`config.mk`:
```
export PLATFORM = sky130hd
export DESIGN_NAME = multiband_pixel_statistics_core
export DESIGN_NICKNAME = d
export VERILOG_FILES = /design/src/sv/mps_pkg.sv /design/src/sv/mps_ctrl.sv /design/src/sv/mps_dp.sv /design/src/sv/multiband_pixel_statistics_core.sv
export SDC_FILE = /design/constraint.sdc
export NUM_CORES = 2
export LEC_CHECK = 0
export BUFFER_PORTS_ARGS = -buffer_cell sky130_fd_sc_hd__buf_2
export CAP_MARGIN = 20
export CELL_PAD_IN_SITES_DETAIL_PLACEMENT = 1
export CELL_PAD_IN_SITES_GLOBAL_PLACEMENT = 2
export CORE_MARGIN = 2
export CORE_UTILIZATION = 47
export CTS_BUF_LIST = sky130_fd_sc_hd__clkbuf_8
export DETAILED_ROUTE_END_ITERATION = 6
export GPL_TIMING_DRIVEN = 1
export PLACE_DENSITY = 0.92
export SYNTH_ARGS = -nofsm -noshare
export SYNTH_HDL_FRONTEND = slang
export SYNTH_SLANG_ARGS = --single-unit
```
`constraint.sdc`:
```
create_clock -name clk_i -period 16.77 [get_ports clk_i]
set_clock_uncertainty 0.2 [all_clocks]
set_input_delay 2.5155 -clock clk_i [delete_from_list [all_inputs] [get_ports clk_i]]
set_output_delay 2.5155 -clock clk_i [all_outputs]
set_load 0.01 [all_outputs]
```
`src/sv/mps_pkg.sv`:
```
// shared types and constants for the multiband pixel statistics core
`timescale 1ns / 1ps

package mps_pkg;

  localparam int unsigned MaxBands  = 256;
  localparam int unsigned CntW      = 9;
  localparam int unsigned SampleW   = 16;
  localparam int unsigned SumW      = 25;
  localparam int unsigned SqW       = 39;
  localparam int unsigned ProdW     = 48;
  localparam int unsigned DenW      = 16;
  localparam int unsigned StatW     = 32;
  localparam int unsigned RootInW   = 32;
  localparam int unsigned RootW     = 16;
  localparam int unsigned StepW     = 6;
  localparam logic [StepW-1:0] DivLastStep  = StepW'(ProdW - 1);
  localparam logic [StepW-1:0] RootLastStep = StepW'(RootW - 1);

  // configuration register indexes
  localparam logic [1:0] CfgStatMode     = 2'd0;
  localparam logic [1:0] CfgNodataEnable = 2'd1;
  localparam logic [1:0] CfgNodataValue  = 2'd2;

  // statistic selector codes
  localparam logic [2:0] ModeMin = 3'd0;
  localparam logic [2:0] ModeMax = 3'd1;
  localparam logic [2:0] ModeAvg = 3'd2;
  localparam logic [2:0] ModeSum = 3'd3;
  localparam logic [2:0] ModeStd = 3'd4;
  localparam logic [2:0] ModeVar = 3'd5;

  typedef enum logic [6:0] {
    ST_ACC    = 7'b0000001,
    ST_PROD   = 7'b0000010,
    ST_LOAD   = 7'b0000100,
    ST_DIV    = 7'b0001000,
    ST_ROOTLD = 7'b0010000,
    ST_ROOT   = 7'b0100000,
    ST_DONE   = 7'b1000000
  } state_e;

  typedef struct packed {
    logic accum;      // sample transfer, update running values
    logic prod;       // register products and denominator
    logic div_load;   // load divider operands
    logic div_step;   // one quotient bit
    logic root_load;  // load square root operand
    logic root_step;  // one root bit
    logic finish;     // write result register and clear pixel state
  } cmd_t;

  typedef struct packed {
    logic direct;     // result needs no divide
    logic is_std;     // deviation requested
    logic out_free;   // result register can take a new result
  } status_t;

endpackage

```
`src/sv/mps_ctrl.sv`:
```
// controller state machine for the multiband pixel statistics core
`timescale 1ns / 1ps

module mps_ctrl import mps_pkg::*; (
  input  logic    clk_i,
  input  logic    rst_ni,
  input  logic    in_valid_i,
  input  logic    in_last_i,
  output logic    in_ready_o,
  input  status_t status_i,
  output cmd_t    cmd_o
);

  state_e           state_q, state_d;
  logic [StepW-1:0] step_q, step_d;

  assign in_ready_o = (state_q == ST_ACC);

  always_comb begin
    state_d = state_q;
    step_d  = step_q;
    cmd_o   = '0;
    unique case (state_q)
      ST_ACC: begin
        if (in_valid_i) begin
          cmd_o.accum = 1'b1;
          if (in_last_i) state_d = ST_PROD;
        end
      end
      ST_PROD: begin
        cmd_o.prod = 1'b1;
        state_d = status_i.direct ? ST_DONE : ST_LOAD;
      end
      ST_LOAD: begin
        cmd_o.div_load = 1'b1;
        step_d  = '0;
        state_d = ST_DIV;
      end
      ST_DIV: begin
        cmd_o.div_step = 1'b1;
        step_d = step_q + StepW'(1);
        if (step_q == DivLastStep) state_d = status_i.is_std ? ST_ROOTLD : ST_DONE;
      end
      ST_ROOTLD: begin
        cmd_o.root_load = 1'b1;
        step_d  = '0;
        state_d = ST_ROOT;
      end
      ST_ROOT: begin
        cmd_o.root_step = 1'b1;
        step_d = step_q + StepW'(1);
        if (step_q == RootLastStep) state_d = ST_DONE;
      end
      ST_DONE: begin
        if (status_i.out_free) begin
          cmd_o.finish = 1'b1;
          state_d = ST_ACC;
        end
      end
      default: state_d = ST_ACC;
    endcase
  end

  always_ff @(posedge clk_i or negedge rst_ni) begin
    if (!rst_ni) begin
      state_q <= ST_ACC;
      step_q  <= '0;
    end else begin
      state_q <= state_d;
      step_q  <= step_d;
    end
  end

endmodule

```
`src/sv/mps_dp.sv`:
```
// datapath: accumulators, products, divider, square root and result register
`timescale 1ns / 1ps

module mps_dp import mps_pkg::*; (
  input  logic                      clk_i,
  input  logic                      rst_ni,
  input  cmd_t                      cmd_i,
  output status_t                   status_o,
  input  logic signed [SampleW-1:0] sample_i,
  input  logic [2:0]                stat_mode_i,
  input  logic                      nodata_enable_i,
  input  logic signed [SampleW-1:0] nodata_value_i,
  output logic                      out_valid_o,
  input  logic                      out_ready_i,
  output logic [StatW-1:0]          stat_value_o,
  output logic                      masked_o,
  output logic                      bad_count_o
);

  logic [CntW-1:0]           cnt_q;
  logic signed [SampleW-1:0] min_q, max_q;
  logic signed [SumW-1:0]    sum_q;
  logic [SqW-1:0]            sq_q;
  logic                      seen_q;

  logic [ProdW-1:0] nq_q, ss_q;
  logic [DenW-1:0]  den_q;
  logic [ProdW-1:0] quo_q;
  logic [DenW-1:0]  rem_q;
  logic [RootInW-1:0] rx_q;
  logic [RootW:0]     rrem_q;
  logic [RootW-1:0]   root_q;

  logic             out_valid_q;
  logic [StatW-1:0] stat_q;
  logic             masked_q, bad_q;

  // pixel flags
  logic over, few, var_mode, bad;
  assign over     = (cnt_q > CntW'(MaxBands));
  assign var_mode = (stat_mode_i == ModeStd) || (stat_mode_i == ModeVar);
  assign few      = (cnt_q < CntW'(2));
  assign bad      = over || (var_mode && few);

  assign status_o.direct   = bad || seen_q || (stat_mode_i == ModeMin) ||
                             (stat_mode_i == ModeMax) || (stat_mode_i == ModeSum);
  assign status_o.is_std   = (stat_mode_i == ModeStd);
  assign status_o.out_free = !out_valid_q || out_ready_i;

  // accumulators
  logic signed [2*SampleW-1:0] sq_sample;
  assign sq_sample = sample_i * sample_i;

  always_ff @(posedge clk_i or negedge rst_ni) begin
    if (!rst_ni) begin
      cnt_q  <= '0;
      min_q  <= '0;
      max_q  <= '0;
      sum_q  <= '0;
      sq_q   <= '0;
      seen_q <= 1'b0;
    end else if (cmd_i.accum) begin
      if (nodata_enable_i && (sample_i == nodata_value_i)) seen_q <= 1'b1;
      if (cnt_q < CntW'(MaxBands)) begin
        if (cnt_q == '0) begin
          min_q <= sample_i;
          max_q <= sample_i;
        end else begin
          if (sample_i < min_q) min_q <= sample_i;
          if (sample_i > max_q) max_q <= sample_i;
        end
        sum_q <= sum_q + SumW'(sample_i);
        sq_q  <= sq_q + SqW'(unsigned'(sq_sample));
        cnt_q <= cnt_q + CntW'(1);
      end else begin
        cnt_q <= CntW'(MaxBands + 1);
      end
    end else if (cmd_i.finish) begin
      cnt_q  <= '0;
      min_q  <= '0;
      max_q  <= '0;
      sum_q  <= '0;
      sq_q   <= '0;
      seen_q <= 1'b0;
    end
  end

  // magnitude of the sum
  logic [SumW-1:0] sum_abs;
  assign sum_abs = sum_q[SumW-1] ? SumW'(-sum_q) : SumW'(sum_q);

  logic [CntW-1:0] cnt_m1;
  assign cnt_m1 = cnt_q - CntW'(1);

  // products for the variance numerator
  always_ff @(posedge clk_i) begin
    if (cmd_i.prod) begin
      nq_q  <= ProdW'(cnt_q * sq_q);
      ss_q  <= ProdW'(sum_abs * sum_abs);
      den_q <= DenW'(cnt_q * cnt_m1);
    end
  end

  logic [ProdW:0] num_diff;
  assign num_diff = {1'b0, nq_q} - {1'b0, ss_q};

  // restoring divider, one quotient bit a cycle
  logic [DenW:0]   div_trial;
  logic [DenW-1:0] divisor_q;
  assign div_trial = {rem_q, quo_q[ProdW-1]};

  always_ff @(posedge clk_i) begin
    if (cmd_i.div_load) begin
      rem_q <= '0;
      if (stat_mode_i == ModeStd || stat_mode_i == ModeVar) begin
        quo_q     <= num_diff[ProdW] ? '0 : num_diff[ProdW-1:0];
        divisor_q <= den_q;
      end else begin
        quo_q     <= ProdW'(sum_abs);
        divisor_q <= DenW'(cnt_q);
      end
    end else if (cmd_i.div_step) begin
      if (div_trial >= {1'b0, divisor_q}) begin
        rem_q <= DenW'(div_trial - {1'b0, divisor_q});
        quo_q <= {quo_q[ProdW-2:0], 1'b1};
      end else begin
        rem_q <= div_trial[DenW-1:0];
        quo_q <= {quo_q[ProdW-2:0], 1'b0};
      end
    end
  end

  // quotient clipped to the positive range of the result
  logic [StatW-1:0] quo_sat;
  assign quo_sat = (quo_q > ProdW'(32'h7fff_ffff)) ? 32'h7fff_ffff : quo_q[StatW-1:0];

  // digit-by-digit square root, one root bit a cycle
  logic [RootW+2:0] root_part, root_trial;
  assign root_part  = {rrem_q, rx_q[RootInW-1 -: 2]};
  assign root_trial = {1'b0, root_q, 2'b01};

  always_ff @(posedge clk_i) begin
    if (cmd_i.root_load) begin
      rx_q   <= quo_sat;
      rrem_q <= '0;
      root_q <= '0;
    end else if (cmd_i.root_step) begin
      rx_q <= {rx_q[RootInW-3:0], 2'b00};
      if (root_part >= root_trial) begin
        rrem_q <= (RootW+1)'(root_part - root_trial);
        root_q <= {root_q[RootW-2:0], 1'b1};
      end else begin
        rrem_q <= root_part[RootW:0];
        root_q <= {root_q[RootW-2:0], 1'b0};
      end
    end
  end

  // result selection
  logic [StatW-1:0] result;
  logic [StatW-1:0] avg_mag;
  assign avg_mag = StatW'(quo_q[SumW-1:0]);

  always_comb begin
    if (bad || seen_q) begin
      result = '0;
    end else begin
      unique case (stat_mode_i)
        ModeMin: result = StatW'(signed'(min_q));
        ModeMax: result = StatW'(signed'(max_q));
        ModeSum: result = StatW'(signed'(sum_q));
        ModeStd: result = StatW'(root_q);
        ModeVar: result = quo_sat;
        default: result = sum_q[SumW-1] ? StatW'(-avg_mag) : avg_mag;
      endcase
    end
  end

  always_ff @(posedge clk_i or negedge rst_ni) begin
    if (!rst_ni) begin
      out_valid_q <= 1'b0;
    end else if (cmd_i.finish) begin
      out_valid_q <= 1'b1;
    end else if (out_ready_i) begin
      out_valid_q <= 1'b0;
    end
  end

  always_ff @(posedge clk_i) begin
    if (cmd_i.finish) begin
      stat_q   <= result;
      masked_q <= seen_q;
      bad_q    <= bad;
    end
  end

  assign out_valid_o  = out_valid_q;
  assign stat_value_o = stat_q;
  assign masked_o     = masked_q;
  assign bad_count_o  = bad_q;

endmodule

```
`src/sv/multiband_pixel_statistics_core.sv`:
```
// top level of the multiband pixel statistics core
`timescale 1ns / 1ps

// Takes the band samples of one pixel, one transfer per cycle, with tlast on
// the final band, and returns one result per pixel: min, max, average, sum,
// sample variance or floor standard deviation, chosen by stat_mode. Bands are
// taken at one per cycle; after the last band the core stops taking samples
// while it finishes the pixel: a products state and the finishing state for
// min, max, sum or a masked or bad pixel; average and variance add a divider
// load and the bit-serial divider steps; deviation adds a load and 16
// bit-serial square root steps. The finishing cycle waits while the output
// register still holds an untaken result. The result then sits in an output
// register while the next pixel streams in. Result flags travel on tuser.
// Configuration is to be written while idle; the core does not enforce it.

module multiband_pixel_statistics_core import mps_pkg::*; (
  input  logic        clk_i,
  input  logic        rst_ni,
  // configuration
  input  logic        cfg_we_i,
  input  logic [1:0]  cfg_idx_i,
  input  logic [15:0] cfg_data_i,
  // band samples
  input  logic        s_axis_tvalid,
  output logic        s_axis_tready,
  input  logic [15:0] s_axis_tdata,   // [15:0] sample
  input  logic        s_axis_tlast,   // last band
  // pixel results
  output logic        m_axis_tvalid,
  input  logic        m_axis_tready,
  output logic [31:0] m_axis_tdata,   // [31:0] stat_value
  output logic [1:0]  m_axis_tuser    // [0] masked, [1] bad_count
);

  // configuration registers
  logic [2:0]                stat_mode_q;
  logic                      nodata_enable_q;
  logic signed [SampleW-1:0] nodata_value_q;

  always_ff @(posedge clk_i or negedge rst_ni) begin
    if (!rst_ni) begin
      stat_mode_q     <= ModeAvg;
      nodata_enable_q <= 1'b0;
      nodata_value_q  <= '0;
    end else if (cfg_we_i) begin
      unique case (cfg_idx_i)
        CfgStatMode:     stat_mode_q     <= cfg_data_i[2:0];
        CfgNodataEnable: nodata_enable_q <= cfg_data_i[0];
        CfgNodataValue:  nodata_value_q  <= signed'(cfg_data_i);
        default: ;
      endcase
    end
  end

  cmd_t    cmd;
  status_t status;

  // sequencer: accumulate, products, divide, root, hand off result
  mps_ctrl u_ctrl (
    .clk_i      (clk_i),
    .rst_ni     (rst_ni),
    .in_valid_i (s_axis_tvalid),
    .in_last_i  (s_axis_tlast),
    .in_ready_o (s_axis_tready),
    .status_i   (status),
    .cmd_o      (cmd)
  );

  mps_dp u_dp (
    .clk_i           (clk_i),
    .rst_ni          (rst_ni),
    .cmd_i           (cmd),
    .status_o        (status),
    .sample_i        (signed'(s_axis_tdata)),
    .stat_mode_i     (stat_mode_q),
    .nodata_enable_i (nodata_enable_q),
    .nodata_value_i  (nodata_value_q),
    .out_valid_o     (m_axis_tvalid),
    .out_ready_i     (m_axis_tready),
    .stat_value_o    (m_axis_tdata),
    .masked_o        (m_axis_tuser[0]),
    .bad_count_o     (m_axis_tuser[1])
  );

endmodule

```
# Word-level counts from Yosys, hierarchy flattened
# Index checks and enable logic that the tools add are counted.
[op_classes]
add_sub_neg = 10
mul = 4
order_cmp = 8
n_eq_ne = 25
n_mux = 56
n_reduce_logical = 28
[op_table]
columns = ["op", "count"]
rows = [
  ["$mux 48", 4],
  ["$mux 16", 10],
  ["$pmux 32 s5", 1],
  ["$mux 32", 4],
  ["$mux 39", 3],
  ["$mux 25", 4],
  ["$mux 7", 7],
  ["$pmux 7 s7", 1],
  ["$sub 48x48->49", 1],
  ["$gt 48x31->1 const B", 1],
  ["$mul 25x25->48", 1],
  ["$mul 9x39->48", 1],
  ["$add 39x32->39", 1],
  ["$mux 9", 4],
  ["$mul 16x16->32", 1],
  ["$neg 25->32", 1],
  ["$add 25x16->25", 1],
  ["$neg 25->25", 1],
  ["$ge 19x18->1", 1],
  ["$ge 17x16->1", 1],
  ["$mux 17", 1],
  ["$sub 17x17->17", 1],
  ["$eq 16x16->1", 1],
  ["$gt 16x16->1", 1],
  ["other kinds (39)", 78],
]
[word_totals]
ff_bits = 431
output_inout_bits = 36
elab_cells = 156

# Depth between registers and ports, before layout
[logic_depth]
word_depth = 10
ltp_mapped = 41
ltp_nobuf = 38

# Hierarchy
# A second synthesis with hierarchy kept.
[unflattened]
hier_cells = 7178
hier_area_um2 = 65450.3
[by_module_without_submodules]
columns = ["module", "instances", "cells_each", "area_per_inst_um2", "seq_area_each_um2"]
rows = [
  ["mps_dp", 1, 7038, 63757.4, 10865.4],
  ["mps_ctrl", 1, 96, 877.1, 326.6],
  ["multiband_pixel_statistics_core", 1, 44, 815.8, 501.7],
]

# Worst setup path after synthesis
# No wires, ideal clock.
[synth_path]
path_kind = "input to register"
start = "input s_axis_tdata[6]"
end = "register u_dp.sq_q[34]"
setup_ns = 0.162
arrival_time_ns = 10.026
slack_ns = 6.382
stages = 32
path_cell_list = "clkbuf_1 > clkbuf_1 > nand2_1 > fa_1 > fa_1 > fa_1 > inv_1 > fa_1 > fa_1 > inv_1 > fa_1 > inv_1 > ha_1 > and3_1 > a221o_1 > a21o_1 > a21oi_1 > nor2_1 > nor2_1 > xnor2_1 > ha_1 > a21o_1 > a21o_1 > a221oi_1 > o21ai_1 > a41oi_2 > a21oi_1 > a31o_2 > a41o_1 > a21oi_2 > or3_1 > a21oi_1"
[synth_via]
elab_chain_cells = 4
[synth_rtl]
columns = ["element", "line", "text"]
rows = [
  ["start, declared", "multiband_pixel_statistics_core.sv:26", "input logic [15:0] s_axis_tdata,"],
  ["$mul 16x16->32", "mps_dp.sv:52", "assign sq_sample = sample_i * sample_i;"],
  ["$add 39x32->39", "mps_dp.sv:73", "sq_q <= sq_q + SqW'(unsigned'(sq_sample));"],
  ["$mux 39", "mps_dp.sv:64", "if (cnt_q < CntW'(MaxBands)) begin"],
  ["$mux 39", "mps_dp.sv:62", "end else if (cmd_i.accum) begin"],
  ["end signal, assigned", "mps_dp.sv:73", ""],
  ["end, declared", "mps_dp.sv:23", "logic [SqW-1:0] sq_q;"],
]
# No other way between the ends. The select of a mux whose other input is x is not followed.
# A chain may end at the register's enable or synchronous reset.

# Worst setup path after layout
[layout_path]
start = "register u_dp.sum_q[1]"
end = "register u_dp.ss_q[46], data pin"
[layout_via]
elab_chain_cells = 3
[layout_rtl]
columns = ["element", "line", "text"]
rows = [
  ["start, declared", "mps_dp.sv:22", "logic signed [SumW-1:0] sum_q;"],
  ["start signal, assigned", "mps_dp.sv:72", "sum_q <= sum_q + SumW'(sample_i);"],
  ["$neg 25->25", "mps_dp.sv:90", "assign sum_abs = sum_q[SumW-1] ? SumW'(-sum_q) : SumW'(sum_q);"],
  ["$mux 25 (*)", "mps_dp.sv:90", ""],
  ["$mul 25x25->48 (*)", "mps_dp.sv:99", "ss_q <= ProdW'(sum_abs * sum_abs);"],
  ["end signal, assigned", "mps_dp.sv:99", ""],
  ["end, declared", "mps_dp.sv:26", "logic [ProdW-1:0] nq_q, ss_q;"],
]
# Mark *: on every way between the ends. The rest lies on a longest branch, timed or not.

==> out/results.txt <==
Status -> finished, final reports clean
Post-synthesis average cell area -> 9.166 um2
CTS sink count -> 429
# Max-Cap Violations -> 0
Layout cell share with drive strength beyond 1 -> 5.842%
Reg2reg start -> u_dp.sum_q[1]
Worst R2R Path Depth -> 33
RR Endpoint -> u_dp.ss_q[46]
Via density -> 5.569
CP required -> 17.06 ns
Routed WL per cell -> 21.70 um
Worst path slowest cell -> inv_1
First-pass GRT wire length -> 309400 um
Most common cell after layout, fill and taps aside -> inv_1
RSZ-0062 raised after global routing -> no
Ys Warns -> 0
Number of global-route vias before repair -> 55270
Clock buffer depth -> 3
DR pass1 iterations -> 7
Die Height -> 376.4 um
Die W -> 376.4 um
Period utilization -> 63.90%
CTS buffer count -> 80
CP Class -> flop to flop
Worst slew pin tran -> 1.291 ns
Most frequent cells in the layout -> inv_1, fa_1, nand2_1, ha_1, nor2_1
Setup TNS Final -> 0 ns
Core ar. -> 137500 um2
Top Ports -> 76
Final HPWL DP -> 154000 um
Final hold violations -> 0
Final Wtd Congestion -> 0.9277
Area growth from synthesis to layout -> 5.946%
Initial Util -> 47.40%
Die Area -> 141700 um2
Worst setup path endpoint -> u_dp.ss_q[46]
CP Max Fanout -> 16
Reg area -> 11700 um2
Cts hold-fix bufs -> 0
Setup crit start -> u_dp.sum_q[1]
CP max stage delay -> 0.67 ns
Clk_lat worst skew -> 0.78 ns
CP Capture Type -> flop
FFs w/ async S/R, synth -> 32.63%
Slew Limit Fails -> 0
Final min period -> 10.72 ns
Initial antenna violation count -> 7
EDFF count, synth -> 240
Primary FF master, synth -> edfxtp_1
Fmax -> 93.32 MHz
Multi-input logic area -> 46900 um2
TritonCTS clock tree -> done
Filler cell count -> 15965
Worst setup SP type -> flop
CP arrival -> 11.01 ns
# setup viols final -> 0
Hold WC Path Type -> flop to flop
Post-DRT Antenna Nets -> 0
Mapped Cells -> 7110
DRT iter0 DRCs -> 2935
DRC Markers -> 0
Yosys reg bits -> 429
Reg clk slew, reported paths -> 0.06 ns
H-tree Lvls -> 3
Synthesized area -> 65170 um2
Rel. slew slack -> 12.80%
DR vias -> 49764
Sequential fraction of the synthesis area -> 17.94%
IO buf count -> 75
Total wire length -> 193900 um
Most common cell on crit path -> fa_1
Post_cts resized -> 0
Largest net degree at the start of global routing -> 73
Grt ovf -> 0
Fin nets -> 8676
Root buf cell -> clkbuf_8
Post-CTS setup buffers -> 0
Global-route usage over all layers -> 28.09%
Reg2Reg Setup Slack -> 6.05 ns
# rows -> 136
Distinct cells, synth -> 105
-- cells by family (layout without fill, tap and decap cells) --
| family | Yosys count | count (layout) | synth area share, % |
|---|---|---|---|
| mux | 83 | 83 | 1.382 |
| flops | 429 | 429 | 17.94 |
| other cells | 2 | 22 | 0.01152 |
| xor+xnor | 323 | 323 | 4.364 |
| simple gates | 1801 | 1801 | 12.83 |
| fa+ha+maj | 1563 | 1563 | 41.84 |
| buf+inv | 1777 | 1789 | 10.31 |
| compound gates | 1132 | 1132 | 11.32 |
-- cell usage after synthesis, types with 29 or more instances --
master,number,area share [%]
inv_1,1480,8.5
fa_1,1027,32
o31ai_1,44,0.51
nor2_1,391,2.3
nand2b_1,74,0.71
o21a_1,46,0.53
dfrtp_1,138,5.3
dfxtp_1,49,1.5
xnor2_1,203,2.7
nand4_1,29,0.28
a31oi_1,41,0.39
xor2_1,118,1.6
edfxtp_1,240,11
o21bai_1,29,0.33
a21o_1,146,1.7
buf_1,53,0.31
nand3_1,128,0.98
nand2_1,728,4.2
o21ai_0,307,2.4
mux2_2,56,0.97
ha_1,536,10
and3_1,49,0.47
nor3_1,49,0.38
a21oi_1,284,2.2
and2_1,185,1.8
clkbuf_1,213,1.2
nor2b_1,59,0.57
-- per-stage QoR --
step / hold slack, ns / cell area (um2) / utilization (%) / setup slack, ns / cells
3_5_place_dp: 0.2773 / 67390 / 49.01 / 5.535 / 8785
5_1_grt: 0.3044 / 69040 / 50.21 / 5.540 / 8933
6_report: 0.2886 / 69050 / 50.22 / 6.054 / 8936
4_1_cts: 0.2887 / 69040 / 50.21 / 6.108 / 8932
3_3_place_gp: 0.2597 / 67380 / 49.01 / 5.738 / 8784
2_1_floorplan: 0.2325 / 65230 / - / 6.382 / 7126
-- area by class of cell --
cell class | instances | share of cell area [%]
clock inverters | 57 | 0.5871
repair buffers | 150 | 1.368
flip-flops and latches | 429 | 16.94
diodes | 4 | 0.01450
clock buffers | 90 | 1.794
inverters | 1492 | 8.115
multi-input cells | 4920 | 67.93
well taps | 1794 | 3.251
-- how the worst min path moves through the flow --
stage / to / cells past startpoint / slack, ns / start
floorplan: u_dp.sq_q[38] / 1 / 0.23 / u_dp.sq_q[38]
global placement: u_dp.root_q[4] / 2 / 0.26 / u_dp.root_q[4]
detailed placement: u_dp.masked_o / 0 / 0.28 / u_dp.seen_q
CTS: u_dp.rem_q[1] / 2 / 0.29 / u_dp.rem_q[1]
global route: u_dp.masked_o / 0 / 0.30 / u_dp.seen_q
finish: u_dp.rem_q[8] / 2 / 0.29 / u_dp.rem_q[8]
-- registers in the layout (all words and copies together) (netlist names), 17 cells and up --
register           flops
u_dp.nq_q             48
u_dp.quo_q            48
u_dp.ss_q             47
u_dp.sq_q             39
u_dp.rx_q             32
u_dp.stat_value_o     32
u_dp.sum_q            25
u_dp.rrem_q           17
-- critical path: cells and delay by family (launching register included) --
kind | cells | cell delay (ns)
adder cells (fa/ha/maj) | 9 | 4.50
AO/OA/AOI/OAI | 5 | 1.36
buffers and inverters | 6 | 1.40
AND/OR/NAND/NOR | 11 | 2.19
XOR/XNOR | 2 | 0.23
flip-flops | 1 | 0.50
-- layer usage --
layer	track usage [%]	share of wire, %	vias up
li1	-	-	22495
met1	35.73	41	25835
met2	48.64	50	1091
met3	4.322	5.2	337
met4	9.660	3.9	6
met5	0	0.020	-
Power is left out: the tool's default activity adds up to more than one toggle a clock period on the data nets, which glitch-free logic cannot reach.
